`config.mk`:
```
export PLATFORM = sky130hd
export DESIGN_NAME = dle_frame_receiver_crc16
export DESIGN_NICKNAME = d
export VERILOG_FILES = /design/src/dfr_pkg.sv /design/src/dfr_front.sv /design/src/dfr_queue.sv /design/src/dfr_back.sv /design/src/dle_frame_receiver_crc16.sv
export SDC_FILE = /design/constraint.sdc
export NUM_CORES = 1
export LEC_CHECK = 0
export BUFFER_PORTS_ARGS = -buffer_cell sky130_fd_sc_hd__buf_2
export CAP_MARGIN = 0
export CELL_PAD_IN_SITES_DETAIL_PLACEMENT = 1
export CELL_PAD_IN_SITES_GLOBAL_PLACEMENT = 2
export CORE_ASPECT_RATIO = 1.4
export CORE_UTILIZATION = 41
export DETAILED_ROUTE_END_ITERATION = 6
export GPL_TIMING_DRIVEN = 0
export PLACE_DENSITY = 0.81
export SYNTH_ARGS = -nofsm -noshare
export SYNTH_HDL_FRONTEND = slang
export SYNTH_SLANG_ARGS = --single-unit
```
`constraint.sdc`:
```
create_clock -name clk_i -period 3.25 [get_ports clk_i]
set_input_delay 0.1625 -clock clk_i [delete_from_list [all_inputs] [get_ports clk_i]]
set_output_delay 0.1625 -clock clk_i [all_outputs]
set_load 0.005 [all_outputs]
```
`src/dfr_pkg.sv`:
```
// Shared types, constants and the CRC byte update for the DLE frame receiver.
// No dependencies; every other file of the block imports this package.
`default_nettype none

package dfr_pkg;

  // Receive buffer size and the byte count at which the count restarts.
  localparam int unsigned BufferBytes = 256;
  localparam int unsigned CountLimit  = BufferBytes - 2;
  localparam int unsigned CntW        = $clog2(BufferBytes - 1);

  // Link control characters.
  localparam logic [7:0] ChSoh = 8'h01;
  localparam logic [7:0] ChEot = 8'h04;
  localparam logic [7:0] ChDle = 8'h10;

  localparam logic [15:0] CrcPoly = 16'h1021;

  // Result event codes.
  localparam logic [2:0] EvNone   = 3'd0;
  localparam logic [2:0] EvStart  = 3'd1;
  localparam logic [2:0] EvStored = 3'd2;
  localparam logic [2:0] EvGood   = 3'd3;
  localparam logic [2:0] EvReject = 3'd4;

  // Queue between the classifier and the frame engine.
  localparam int unsigned QueueDepth = 2;
  localparam int unsigned QueuePtrW  = $clog2(QueueDepth);

  typedef enum logic [1:0] {
    KIND_NONE,
    KIND_SOH,
    KIND_EOT,
    KIND_STORE
  } kind_e;

  typedef struct packed {
    kind_e      kind;
    logic [7:0] data;
  } cls_word_t;

  // One byte into a CRC-16 with polynomial 0x1021, MSB first.
  function automatic logic [15:0] crc_absorb(input logic [15:0] crc, input logic [7:0] b);
    logic [15:0] c;
    c = crc ^ {b, 8'h00};
    for (int k = 0; k < 8; k++) begin
      if (c[15]) begin
        c = {c[14:0], 1'b0} ^ CrcPoly;
      end else begin
        c = {c[14:0], 1'b0};
      end
    end
    return c;
  endfunction

endpackage

`default_nettype wire

```
`src/dfr_front.sv`:
```
// Front end of the DLE frame receiver: takes raw bytes and classifies them.
// Tracks the DLE escape; depends on dfr_pkg.
`default_nettype none

module dfr_front import dfr_pkg::*; (
  input  wire logic       clk_i,
  input  wire logic       rst_ni,
  input  wire logic       rx_valid_i,
  output logic            rx_ready_o,
  input  wire logic [7:0] rx_byte_i,
  output logic            push_valid_o,
  input  wire logic       push_ready_i,
  output cls_word_t       push_word_o
);

  logic  escape_q, escape_d;
  kind_e kind;
  logic  accept;

  assign rx_ready_o   = push_ready_i;
  assign push_valid_o = rx_valid_i;
  assign accept       = rx_valid_i && push_ready_i;

  always_comb begin
    kind     = KIND_STORE;
    escape_d = escape_q;
    if (escape_q) begin
      kind     = KIND_STORE;
      escape_d = 1'b0;
    end else if (rx_byte_i == ChSoh) begin
      kind = KIND_SOH;
    end else if (rx_byte_i == ChEot) begin
      kind = KIND_EOT;
    end else if (rx_byte_i == ChDle) begin
      // A lone DLE only arms the escape; the word still goes through so
      // the count limit check happens in order.
      kind     = KIND_NONE;
      escape_d = 1'b1;
    end
  end

  assign push_word_o.kind = kind;
  assign push_word_o.data = rx_byte_i;

  always_ff @(posedge clk_i or negedge rst_ni) begin
    if (!rst_ni) begin
      escape_q <= 1'b0;
    end else if (accept) begin
      escape_q <= escape_d;
    end
  end

endmodule

`default_nettype wire

```
`src/dfr_queue.sv`:
```
// Short queue of classified words between front end and frame engine.
// Depends on dfr_pkg for the word type and depth.
`default_nettype none

module dfr_queue import dfr_pkg::*; (
  input  wire logic clk_i,
  input  wire logic rst_ni,
  input  wire logic push_valid_i,
  output logic      push_ready_o,
  input  cls_word_t push_word_i,
  output logic      pop_valid_o,
  input  wire logic pop_ready_i,
  output cls_word_t pop_word_o
);

  cls_word_t              mem_q [QueueDepth];
  logic [QueuePtrW-1:0]   wr_ptr_q, rd_ptr_q;
  logic [QueuePtrW:0]     fill_q;
  logic                   do_push, do_pop;

  assign push_ready_o = fill_q != (QueuePtrW+1)'(QueueDepth);
  assign pop_valid_o  = fill_q != '0;
  assign pop_word_o   = mem_q[rd_ptr_q];
  assign do_push      = push_valid_i && push_ready_o;
  assign do_pop       = pop_valid_o && pop_ready_i;

  always_ff @(posedge clk_i) begin
    if (do_push) begin
      mem_q[wr_ptr_q] <= push_word_i;
    end
  end

  always_ff @(posedge clk_i or negedge rst_ni) begin
    if (!rst_ni) begin
      wr_ptr_q <= '0;
      rd_ptr_q <= '0;
      fill_q   <= '0;
    end else begin
      if (do_push) begin
        wr_ptr_q <= (wr_ptr_q == QueuePtrW'(QueueDepth - 1)) ? '0 : wr_ptr_q + 1'b1;
      end
      if (do_pop) begin
        rd_ptr_q <= (rd_ptr_q == QueuePtrW'(QueueDepth - 1)) ? '0 : rd_ptr_q + 1'b1;
      end
      if (do_push && !do_pop) begin
        fill_q <= fill_q + 1'b1;
      end else if (do_pop && !do_push) begin
        fill_q <= fill_q - 1'b1;
      end
    end
  end

endmodule

`default_nettype wire

```
`src/dfr_back.sv`:
```
// Frame engine of the DLE frame receiver: byte count, lagging CRC, result register.
// Consumes classified words from dfr_queue; depends on dfr_pkg.
`default_nettype none

module dfr_back import dfr_pkg::*; (
  input  wire logic       clk_i,
  input  wire logic       rst_ni,
  input  wire logic       pop_valid_i,
  output logic            pop_ready_o,
  input  cls_word_t       pop_word_i,
  output logic            res_valid_o,
  input  wire logic       res_ready_i,
  output logic [2:0]      event_res_o,
  output logic [7:0]      data_byte_o,
  output logic [7:0]      byte_index_o,
  output logic [7:0]      payload_length_o,
  output logic            wrapped_o
);

  logic [CntW-1:0] count_q, count_d;
  logic [15:0]     crc_q, crc_d;
  logic [7:0]      older_q, older_d, newer_q, newer_d;
  logic            res_valid_q;
  logic [2:0]      ev_q, ev_d;
  logic [7:0]      data_q, data_d, idx_q, idx_d, plen_q, plen_d;
  logic            wrap_q, wrap_d;
  logic            step;
  logic [31:0]     cnt_wide, plen_wide;

  // The result register frees up in the same cycle it is taken.
  assign pop_ready_o = !res_valid_q || res_ready_i;
  assign step        = pop_valid_i && pop_ready_o;

  always_comb begin
    count_d = count_q;
    crc_d   = crc_q;
    older_d = older_q;
    newer_d = newer_q;
    ev_d    = EvNone;
    data_d  = 8'h00;
    idx_d   = 8'h00;
    plen_d  = 8'h00;
    wrap_d  = 1'b0;

    if (count_q >= CntW'(CountLimit)) begin
      count_d = '0;
      crc_d   = '0;
      older_d = '0;
      newer_d = '0;
      wrap_d  = 1'b1;
    end

    cnt_wide  = 32'(count_d);
    plen_wide = cnt_wide - 32'd2;

    unique case (pop_word_i.kind)
      KIND_SOH: begin
        count_d = '0;
        crc_d   = '0;
        older_d = '0;
        newer_d = '0;
        ev_d    = EvStart;
      end
      KIND_EOT: begin
        // The last two stored bytes are the CRC, low byte first.
        if (count_d > CntW'(2) && {newer_d, older_d} == crc_d) begin
          ev_d   = EvGood;
          plen_d = plen_wide[7:0];
        end else begin
          ev_d = EvReject;
        end
      end
      KIND_STORE: begin
        if (count_d >= CntW'(2)) begin
          crc_d = crc_absorb(crc_d, older_d);
        end
        older_d = newer_d;
        newer_d = pop_word_i.data;
        ev_d    = EvStored;
        data_d  = pop_word_i.data;
        idx_d   = cnt_wide[7:0];
        count_d = count_d + 1'b1;
      end
      KIND_NONE: begin
        ev_d = EvNone;
      end
      default: begin
        ev_d = EvNone;
      end
    endcase
  end

  always_ff @(posedge clk_i or negedge rst_ni) begin
    if (!rst_ni) begin
      count_q     <= '0;
      crc_q       <= '0;
      older_q     <= '0;
      newer_q     <= '0;
      res_valid_q <= 1'b0;
    end else begin
      if (step) begin
        count_q <= count_d;
        crc_q   <= crc_d;
        older_q <= older_d;
        newer_q <= newer_d;
      end
      if (pop_ready_o) begin
        res_valid_q <= pop_valid_i;
      end
    end
  end

  always_ff @(posedge clk_i) begin
    if (step) begin
      ev_q   <= ev_d;
      data_q <= data_d;
      idx_q  <= idx_d;
      plen_q <= plen_d;
      wrap_q <= wrap_d;
    end
  end

  assign res_valid_o      = res_valid_q;
  assign event_res_o      = ev_q;
  assign data_byte_o      = data_q;
  assign byte_index_o     = idx_q;
  assign payload_length_o = plen_q;
  assign wrapped_o        = wrap_q;

endmodule

`default_nettype wire

```
`src/dle_frame_receiver_crc16.sv`:
```
// DLE-escaped frame receiver with CRC-16 (poly 0x1021, init 0, MSB first).
// Every received byte is taken as one word and yields exactly one result word,
// at a sustained rate of one byte per clock while res_ready_i does not stall the
// output. Each byte passes the classifier, a two-entry queue, then the frame
// engine and its result register. SOH starts a frame, EOT ends it and DLE
// makes the next byte plain data. The CRC trails the stored bytes by two, so
// at EOT the last two bytes are checked as the frame CRC, low byte first.
// Depends on dfr_pkg, dfr_front, dfr_queue and dfr_back.
`default_nettype none

module dle_frame_receiver_crc16 import dfr_pkg::*; (
  input  wire logic       clk_i,
  input  wire logic       rst_ni,
  input  wire logic       rx_valid_i,
  output logic            rx_ready_o,
  input  wire logic [7:0] rx_byte_i,
  output logic            res_valid_o,
  input  wire logic       res_ready_i,
  output logic [2:0]      event_res_o,
  output logic [7:0]      data_byte_o,
  output logic [7:0]      byte_index_o,
  output logic [7:0]      payload_length_o,
  output logic            wrapped_o
);

  logic      push_valid, push_ready;
  cls_word_t push_word;
  logic      pop_valid, pop_ready;
  cls_word_t pop_word;

  dfr_front u_front (
    .clk_i        (clk_i),
    .rst_ni       (rst_ni),
    .rx_valid_i   (rx_valid_i),
    .rx_ready_o   (rx_ready_o),
    .rx_byte_i    (rx_byte_i),
    .push_valid_o (push_valid),
    .push_ready_i (push_ready),
    .push_word_o  (push_word)
  );

  dfr_queue u_queue (
    .clk_i        (clk_i),
    .rst_ni       (rst_ni),
    .push_valid_i (push_valid),
    .push_ready_o (push_ready),
    .push_word_i  (push_word),
    .pop_valid_o  (pop_valid),
    .pop_ready_i  (pop_ready),
    .pop_word_o   (pop_word)
  );

  dfr_back u_back (
    .clk_i            (clk_i),
    .rst_ni           (rst_ni),
    .pop_valid_i      (pop_valid),
    .pop_ready_o      (pop_ready),
    .pop_word_i       (pop_word),
    .res_valid_o      (res_valid_o),
    .res_ready_i      (res_ready_i),
    .event_res_o      (event_res_o),
    .data_byte_o      (data_byte_o),
    .byte_index_o     (byte_index_o),
    .payload_length_o (payload_length_o),
    .wrapped_o        (wrapped_o)
  );

endmodule

`default_nettype wire

```
=== After elaboration in Yosys (flattened, before gate mapping) ===
Memory sizes are Yosys's and may differ from the RTL's.
Cells that the tools add are included.

* Add/subtract/negate cells: 6
* Multipliers: 0
* Divide/modulo/power cells: 0
* Magnitude comparators: 3
* Equal/unequal tests: 8
* Shift operators: 0
* Mux-type cells: 48
* Bitwise logic cells: 9
* Reductions and logical operators: 13

{| class="wikitable"
|+ Operator list
! cell !! count
|-
| $mux W16 || 16
|-
| $mux W13 || 8
|-
| $pmux W8 S2 || 3
|-
| $pmux W16 S2 || 1
|-
| $mux W8 || 3
|-
| $not A3 Y3 || 8
|-
| $eq A16 B16 Y1 || 1
|-
| $xor A16 B16 Y16 || 1
|-
| $mux W2 || 6
|-
| $pmux W3 S4 || 1
|-
| $mux W1 || 9
|-
| $add A8 B1 Y8 const B || 1
|-
| $eq A8 B1 Y1 const B || 1
|-
| $eq A8 B3 Y1 const B || 1
|-
| $eq A8 B5 Y1 const B || 1
|-
| $ge A8 B2 Y1 const B || 1
|-
| $ge A8 B8 Y1 const B || 1
|-
| $gt A8 B2 Y1 const B || 1
|-
| $sub A8 B2 Y8 const B || 1
|-
| $logic_and A1 B1 Y1 || 5
|-
| $eq A2 B2 Y1 const B || 2
|-
| $reduce_bool A2 Y1 || 2
|-
| $logic_not A1 Y1 || 3
|-
| $mux W3 || 1
|-
| 8 further kinds || 9
|}

* Bits in registers: 74
* Bits in latches: 0
* RAM bits: 20
* Memory bits (read-only): 0
* Output and inout port bits: 30
* Word-level logic and storage cells: 102
* Memories kept: 1

{| class="wikitable"
|+ Memory list
! name !! words !! width !! read ports !! clocked after memory_dff !! write ports !! RTL line !! RTL
|-
| u_queue.mem_q || 2 || 10 || 1 || 0 || 1 || dfr_queue.sv:16 || <nowiki>cls_word_t mem_q [QueueDepth];</nowiki>
|}

=== Longest topological paths before layout ===
Gate-level depths: netlist of the first run.

* Depth after elaboration: 35
* Gate-level depth with buffers: 13

=== Hierarchy ===
A second synthesis of the first run with hierarchy kept.

* Cells, all modules: 364
* Area, all modules: 4506.8 um^2

{| class="wikitable"
|+ By module, submodules not included
! module !! instances !! cells each !! area each (um^2) !! seq. area each (um^2)
|-
| dfr_back || 1 || 294 || 3387.0 || 1866.8
|-
| dfr_queue || 1 || 49 || 932.1 || 700.7
|-
| dfr_front || 1 || 21 || 187.7 || 25.0
|}

=== Least setup slack after synthesis of the first run ===
No wires, ideal clock.

* Path type: reg2reg
* Start point: register u_queue.rd_ptr_q
* End point: register u_back.crc_q[10]
* Setup time: 121 ps
* Arrival: 2355 ps
* Slack: 775 ps
* Stages on the path, launching flop included: 9
* Period minus slack after synthesis: 2475 ps
* Cell sequence: dfrtp_1 buf_1 mux2_2 ha_1 o2111ai_2 nor2_2 a21o_4 buf_12 a22o_1

* Longest elaborated chain between the ends: 3
* Elaborated cells on any way between the ends: 4

{| class="wikitable"
|+ Ends and longest elaborated chain
! item !! RTL line !! RTL
|-
| from (decl) || dfr_queue.sv:17 || <nowiki>logic [QueuePtrW-1:0] wr_ptr_q, rd_ptr_q;</nowiki>
|-
| from (signal assigned) || dfr_queue.sv:43 || <nowiki>rd_ptr_q <= (rd_ptr_q == QueuePtrW'(QueueDepth - 1)) ? '0 : rd_ptr_q + 1'b1;</nowiki>
|-
| $mem_v2 Z2 W10 * || n/a ||
|-
| $eq A2 B2 Y1 / $eq A2 B1 Y1 (equally long branches) || dfr_back.sv:56 || <nowiki>unique case (pop_word_i.kind)</nowiki>
|-
| $pmux W16 S2 * || dfr_back.sv:56 ||
|-
| to (signal assigned) || dfr_back.sv:103 || <nowiki>crc_q <= crc_d;</nowiki>
|-
| to (decl) || dfr_back.sv:21 || <nowiki>logic [15:0] crc_q, crc_d;</nowiki>
|}

Mark *: on every way between the ends. The rest lies on a longest branch, timed or not.
A chain may end at the register's enable or synchronous reset.

=== Worst setup path in the final report of the first run ===
* Start point: register u_back.count_q[5]
* End point: register u_back.ev_q[0], in the netlist u_back.event_res_o[0] (data pin)

* Longest elaborated chain between the ends: 6
* Elaborated cells on any way between the ends: 10

{| class="wikitable"
|+ Ends and longest elaborated chain
! item !! RTL line !! RTL
|-
| from (decl) || dfr_back.sv:20 || <nowiki>logic [CntW-1:0] count_q, count_d;</nowiki>
|-
| from (signal assigned) || dfr_back.sv:102 || <nowiki>count_q <= count_d;</nowiki>
|-
| $ge A8 B8 Y1 || dfr_back.sv:45 || <nowiki>if (count_q >= CntW'(CountLimit)) begin</nowiki>
|-
| $mux W8 / $mux W16 (equally long branches) || dfr_back.sv:45 ||
|-
| $gt A8 B2 Y1 / $eq A16 B16 Y1 (equally long branches) || dfr_back.sv:66 || <nowiki>if (count_d > CntW'(2) && {newer_d, older_d} == crc_d) begin</nowiki>
|-
| $logic_and A1 B1 Y1 * || dfr_back.sv:66 ||
|-
| $mux W3 * || dfr_back.sv:66 ||
|-
| $pmux W3 S4 * || dfr_back.sv:56 ||
|-
| net u_back.ev_d[0] || dfr_back.sv:24 || <nowiki>logic [2:0] ev_q, ev_d;</nowiki>
|-
| to (signal assigned) || dfr_back.sv:115 || <nowiki>ev_q <= ev_d;</nowiki>
|-
| to (decl) || dfr_back.sv:24 ||
|}

The timed path passes the listed nets; every way through them passes the cells marked *.

==> results of run 1 <==
routing by layer:
layer  up-vias  global-route usage  wire length (um)
met5         -                   0                 0
met4         0              0.0756               217
met3        17              0.0311               243
met2        48               0.315              4890
met1      1402               0.237              4050
li1       1349                   -                 -
logic make-up after synthesis:
kind of cell | synth area share
simple gates | 0.114
buf+inv | 0.0350
compound gates | 0.115
xor+xnor | 0.0995
flops | 0.589
fa+ha+maj | 0.0199
mux | 0.0281
final cells by class:
class / count / area (sq um)
fillers: 1097 / 5320
flip-flops and latches: 94 / 2590
multi-input cells: 226 / 1670
clock buffers: 9 / 225
repair buffers: 41 / 205
well taps: 138 / 173
plain buffers: 16 / 121
clock inverters: 7 / 70.1
inverters: 8 / 32.5
sequential cells by signal (all words and copies together) (netlist names):
| signal | flops |
|---|---|
| u_back.byte_index_o | 8 |
| u_back.count_q | 8 |
| u_back.crc_q | 16 |
| u_back.data_byte_o | 8 |
| u_back.event_res_o | 3 |
| u_back.newer_q | 8 |
| u_back.older_q | 8 |
| u_back.payload_length_o | 8 |
| u_back.res_valid_o | 1 |
| u_back.wrapped_o | 1 |
| u_front.escape_q | 1 |
| u_queue.fill_q | 2 |
| u_queue.mem_q | 20 |
| u_queue.rd_ptr_q | 1 |
| u_queue.wr_ptr_q | 1 |
final timing paths:
kind | slack, ps | startpoint | end
hold reg to reg | 500 | u_queue.wr_ptr_q | u_queue.wr_ptr_q
setup / recovery | 320 | u_back.count_q[5] | u_back.event_res_o[0]
setup reg to reg | 320 | u_back.count_q[5] | u_back.event_res_o[0]
hold / removal | 20 | rst_ni | u_back.count_q[5]
min in group clk_i | 20 | rx_byte_i[5] | u_queue.mem_q[0][5]
max in group asynchronous | 2530 | rst_ni | u_back.crc_q[12]
placed cells by master (no fill, tap or decap), drive strengths merged, types with 2 or more instances in the layout:
cell type / Yosys / layout
clkbuf: 8 / 17
nor2: 17 / 17
or3: 2 / 2
xor2: 16 / 16
buf: 8 / 49
o21ai: 14 / 14
inv: 8 / 14
a21o: 2 / 2
nand3: 3 / 3
nor2b: 9 / 9
a32oi: 2 / 2
a22o: 33 / 33
edfxtp: 48 / 48
nor3: 6 / 6
and3: 10 / 10
nand2b: 2 / 2
xnor2: 34 / 34
nand2: 31 / 31
a21oi: 3 / 3
mux2i: 10 / 10
or2: 2 / 2
nand4: 7 / 7
ha: 7 / 7
dfrtp: 46 / 46
nor4: 3 / 3
worst register-to-register path: stages, from the launching register on:
cell and delay, ps:
dfrtp_1 330, buf_4 160, nand4_1 160, or2_1 270, buf_6 150, clkbuf_1 210, nand2_1 180, ha_1 250
inv_1 70, a2111oi_2 390, nor4_2 110, nand3_2 190, o21ai_0 170
metrics by stage:
stage                     hold slack [ps]  worst slack, ps  instances  utilization  cell area [sq um]
after floorplan                      -133              775        344            -               4400
after global placement                367             72.6        523        0.459               4780
after detailed placement              373             25.5        523        0.459               4780
after CTS                            10.4              124        539        0.488               5080
after global routing                 16.3             47.0        539        0.489               5090
final                                17.7              316        539        0.489               5090
cells in the mapped netlist (all sizes together):
| cell | number | area [sq um] |
|---|---|---|
| nor2 | 17 | 66.3 |
| a22o | 33 | 293 |
| nand4 | 7 | 43.8 |
| a32oi | 2 | 17.5 |
| inv | 8 | 32.5 |
| o2bb2ai | 1 | 8.76 |
| o21ai | 14 | 70.1 |
| edfxtp | 48 | 1440 |
| mux2 | 1 | 11.3 |
| nor4 | 3 | 33.8 |
| nor3b | 1 | 7.51 |
| nand3 | 3 | 20.0 |
| a21oi | 3 | 15.0 |
| xor2 | 16 | 140 |
| o2111ai | 1 | 15.0 |
| a21boi | 1 | 7.51 |
| a2111oi | 1 | 8.76 |
| nand2 | 31 | 116 |
| buf | 8 | 87.6 |
| nand2b | 2 | 12.5 |
| or4 | 1 | 11.3 |
| a211o | 1 | 8.76 |
| dfrtp | 46 | 1150 |
| a21o | 2 | 22.5 |
| and3 | 10 | 63.8 |
| nor3 | 6 | 35.0 |
| o31ai | 1 | 7.51 |
| mux2i | 10 | 113 |
| ha | 7 | 87.6 |
| nor2b | 9 | 56.3 |
| o211ai | 1 | 7.51 |
| or3 | 2 | 12.5 |
| nand3b | 1 | 7.51 |
| or2 | 2 | 15.0 |
| a32o | 1 | 10.0 |
| clkbuf | 8 | 33.8 |
| o41a | 1 | 12.5 |
| xnor2 | 34 | 298 |
report_power, final:
group          leakage (uW)  switching, uW  internal [uW]
clock network      0.000144            494            546
logic              0.000912           1170            948
registers           0.00106            305           1750
total               0.00211           1970           3240
timing repair:
| action | in CTS | in global routing |
|---|---|---|
| resized for setup | 1 | 2 |
| endpoints found under the hold margin | 0 | 0 |
| hold buffers | 0 | 0 |
| endpoints found under the setup margin | 1 | 9 |
==> flow_metrics.env, run 1 <==
export IMPL_status="finished, final reports clean"
export IMPL_slew_headroom=0.260
export IMPL_finalCritPeriodShare=0.903
export IMPL_drt_initial_drc_count=99
export IMPL_ys_seq_area_frac=0.589
export IMPL_fin_skew_ps=9.06
export IMPL_path_max_fanout=10
export IMPL_die_w_um=89.6
export IMPL_start_util=0.423
export IMPL_num_vias=2816
export IMPL_drc_errors=0
export IMPL_critical_path_required_ps=3310
export IMPL_max_slew_worst_pin_slew_ps=1110
export IMPL_p_per_area_nw_per_um2=1020
export IMPL_cts_root_buf="clkbuf_16"
export IMPL_area_delta_synth_final_pct=15.6
export IMPL_grt_max_degree=47
export IMPL_fin_nets=415
export IMPL_clk_pin_slew_ps=70
export IMPL_critPathLaunchType="register"
export IMPL_path_delay_family="simple AND/OR/NAND/NOR gates"
export IMPL_tns_ps=0
export IMPL_finalHoldViolCount=0
export IMPL_crit_buf_inv=4
export IMPL_dieArea_sq_um=11200
export IMPL_clockBufferDepth=2
export IMPL_grt_pass1_wl_um=15700
export IMPL_postCtsSetupBuffers=0
export IMPL_crit_cells=12
export IMPL_r2r_cells=12
export IMPL_worstPathArrival_ps=2990
export IMPL_clock_sinks=94
export IMPL_viasPerCell=5.22
export IMPL_diodes=0
export IMPL_dp_hpwl_um=6890
export IMPL_crit_chain="buf_4, nand4_1, or2_1, buf_6, clkbuf_1, nand2_1, ha_1, inv_1, a2111oi_2, nor4_2, nand3_2, o21ai_0"
export IMPL_synth_nets=363
export IMPL_wirelength_um=9390
export IMPL_numCtsBuffers=9
export IMPL_worstSetupEndpointType="register"
export IMPL_antenna_found_initial=0
export IMPL_synth_area_sq_um=4400
export IMPL_fin_crit_ps=2930
export IMPL_die_height_um=125
export IMPL_drive_above_1_share=0.209
export IMPL_io_pins=42
export IMPL_p_total_uw=5210
export IMPL_cap_violations=0
export IMPL_core_area_sq_um=10400
export IMPL_slowest_stage="a2111oi_2"
export IMPL_slew_violations=0
export IMPL_clock_latency_ps=340
export IMPL_worstHoldPathType="input port to asynchronous set/reset pin"
export IMPL_yosys_warnings=0
export IMPL_synthesis_instances=344
export IMPL_io_buffer_count=41
export IMPL_gp_congestion=0.789
export IMPL_ant_nets=0
export IMPL_wl_per_cell_um=17.4
export IMPL_rsz0062_at_grt="false"
export IMPL_ir_drop_mv=0.493
export IMPL_path_class="register to register"
export IMPL_ys_seq_elements=94
export IMPL_cts_tree="done"
export IMPL_synth_area_per_cell_sq_um=12.8
export IMPL_grt_use_total=0.188
export IMPL_num_rows=44
export IMPL_leakagePower_uw=0.00211
export IMPL_first_global_vias=3022
export IMPL_cp_slowest_stage_delay_ps=390
export IMPL_drt_pass1_iterations=4
export IMPL_overflow=0
export IMPL_synth_cell_type_count=53
export IMPL_max_freq_mhz=341
export IMPL_htreeDepth=3
export IMPL_final_setup_viol_count=0
No activity file was read; power rests on OpenSTA's default activity.
==> inputs of run 2 (changes only) <==
--- a/config.mk
+++ b/config.mk
@@ -6,14 +6,14 @@
 export NUM_CORES = 1
 export LEC_CHECK = 0
 export BUFFER_PORTS_ARGS = -buffer_cell sky130_fd_sc_hd__buf_2
-export CAP_MARGIN = 0
+export CAP_MARGIN = 10
 export CELL_PAD_IN_SITES_DETAIL_PLACEMENT = 1
 export CELL_PAD_IN_SITES_GLOBAL_PLACEMENT = 2
 export CORE_ASPECT_RATIO = 1.4
 export CORE_UTILIZATION = 41
 export DETAILED_ROUTE_END_ITERATION = 6
 export GPL_TIMING_DRIVEN = 0
-export PLACE_DENSITY = 0.81
+export PLACE_DENSITY = 0.82
 export SYNTH_ARGS = -nofsm -noshare
 export SYNTH_HDL_FRONTEND = slang
 export SYNTH_SLANG_ARGS = --single-unit
==> flow_metrics.env, run 2 (synthesis results as in run 1) <==
export IMPL_postCtsSetupBuffers=0
export IMPL_rsz0062_at_grt="false"
export IMPL_die_height_um=125
export IMPL_ant_nets=0
export IMPL_cap_violations=0
export IMPL_antenna_found_initial=0
export IMPL_htreeDepth=3
export IMPL_path_delay_family="compound AO/OA/AOI/OAI gates"
export IMPL_worstPathArrival_ps=3240
export IMPL_worstSetupEndpointType="register"
export IMPL_drt_initial_drc_count=102
export IMPL_clock_sinks=94
export IMPL_start_util=0.423
export IMPL_diodes=0
export IMPL_final_setup_viol_count=0
export IMPL_status="finished, final reports clean"
export IMPL_io_pins=42
export IMPL_num_vias=2781
export IMPL_grt_max_degree=47
export IMPL_top_regs="u_queue.mem_q: 20 flops, u_back.crc_q: 16 flops"
export IMPL_p_int_uw=3300
export IMPL_slowest_stage="buf_1"
export IMPL_max_slew_worst_pin_slew_ps=1110
export IMPL_drt_pass1_iterations=4
export IMPL_die_w_um=89.6
export IMPL_crit_chain="buf_1, mux2_2, ha_1, o2111ai_2, nor2_2, a21o_4, buf_12, a22o_1"
export IMPL_clockBufferDepth=2
export IMPL_finalCritPeriodShare=0.911
export IMPL_fin_skew_ps=7.02
export IMPL_seq_power_share=0.390
export IMPL_ir_drop_mv=0.405
export IMPL_largest_register_ffs=20
export IMPL_critPathLaunchType="register"
export IMPL_cts_tree="done"
export IMPL_p_sw_uw=1930
export IMPL_dp_hpwl_um=6760
export IMPL_wl_per_cell_um=17.3
export IMPL_final_common_cell="edfxtp_1"
export IMPL_num_rows=44
export IMPL_cts_root_buf="clkbuf_16"
export IMPL_max_freq_mhz=338
export IMPL_first_global_vias=2910
export IMPL_cts_repair_resized=0
export IMPL_numCtsBuffers=9
export IMPL_hold_buffers=0
export IMPL_path_max_fanout=10
export IMPL_crit_cells=8
export IMPL_r2r_cells=8
export IMPL_finalHoldViolCount=0
export IMPL_worstHoldPathType="input port to register"
export IMPL_fin_crit_ps=2960
export IMPL_power_frac_clock=0.206
export IMPL_crit_buf_inv=2
export IMPL_p_per_area_nw_per_um2=1030
export IMPL_drive_above_1_share=0.207
export IMPL_fin_nets=415
export IMPL_tns_ps=0
export IMPL_regMostFlops="u_queue.mem_q"
export IMPL_overflow=0
export IMPL_critical_path_required_ps=3530
export IMPL_path_class="register to register"
export IMPL_hold_depth=1
export IMPL_wirelength_um=9300
export IMPL_clk_pin_slew_ps=70
export IMPL_leakagePower_uw=0.00212
export IMPL_utilization=0.490
export IMPL_grt_pass1_wl_um=15400
export IMPL_combPwrFrac=0.404
export IMPL_slew_headroom=0.259
export IMPL_core_area_sq_um=10400
export IMPL_cp_slowest_stage_delay_ps=550
export IMPL_clock_latency_ps=340
export IMPL_drc_errors=0
export IMPL_viasPerCell=5.16
export IMPL_slew_violations=0
export IMPL_dieArea_sq_um=11200
export IMPL_swShare=0.369
export IMPL_io_buffer_count=41
export IMPL_final_cell_mix="48 x edfxtp_1, 46 x dfrtp_1, 41 x buf_2, 34 x xnor2_1, 31 x nand2_1"
export IMPL_area_delta_synth_final_pct=15.8
export IMPL_grt_use_total=0.184
export IMPL_gp_congestion=0.772
## run 2: metrics by stage
stage / instance area (sq um) / setup slack [ps] / total power [uW] / hold WS [ps] / std cells
2_1_floorplan: 4400 / 775 / 3550 / -133 / 344
3_3_place_gp: 4780 / 194 / 4090 / 365 / 523
3_5_place_dp: 4780 / 112 / 4180 / 372 / 523
4_1_cts: 5080 / 84.0 / 5280 / 12.8 / 539
5_1_grt: 5100 / 104 / 5580 / 20.0 / 539
6_report: 5100 / 289 / 5230 / 24.5 / 539
## run 2: power by group through the flow
stage          clock (uW)  sequential [uW]  combinational (uW)
2_1_floorplan           0             2010                1540
3_3_place_gp            0             2040                2040
3_5_place_dp            0             2070                2110
4_1_cts              1100             2050                2130
5_1_grt              1140             2100                2350
6_report             1080             2040                2110
## run 2: metal layers
metal / global-route usage / vias to the layer above / wire length (um)
met3: 0.0252 / 9 / 167
met2: 0.313 / 37 / 4890
met5: 0 / - / 0
met1: 0.232 / 1382 / 4090
met4: 0.0728 / 0 / 157
li1: - / 1353 / -
## run 2: final timing paths
kind	start	end	slack, ps
setup / recovery	u_queue.rd_ptr_q	u_back.crc_q[9]	290
hold / removal	rx_byte_i[5]	u_queue.mem_q[1][5]	20
setup reg to reg	u_queue.rd_ptr_q	u_back.crc_q[9]	290
hold reg to reg	u_queue.wr_ptr_q	u_queue.wr_ptr_q	500
max in group asynchronous	rst_ni	u_back.newer_q[2]	2540
min in group asynchronous	rst_ni	u_back.count_q[5]	30
## run 2: worst reg2reg max path: stages (launching register included)
cell and delay (ps):
dfrtp_1 400, buf_1 550, mux2_2 340, ha_1 320, o2111ai_2 330, nor2_2 430, a21o_4 260, buf_12 140
a22o_1 140
## run 2: cell type report
type / instances / area (sq um)
clock buffer: 9 / 225
inverter: 8 / 32.5
timing repair buffer: 41 / 205
fill: 1074 / 5310
tap: 138 / 173
sequential: 94 / 2590
buffer: 16 / 121
multi-input combinational: 226 / 1670
clock inverter: 7 / 78.8
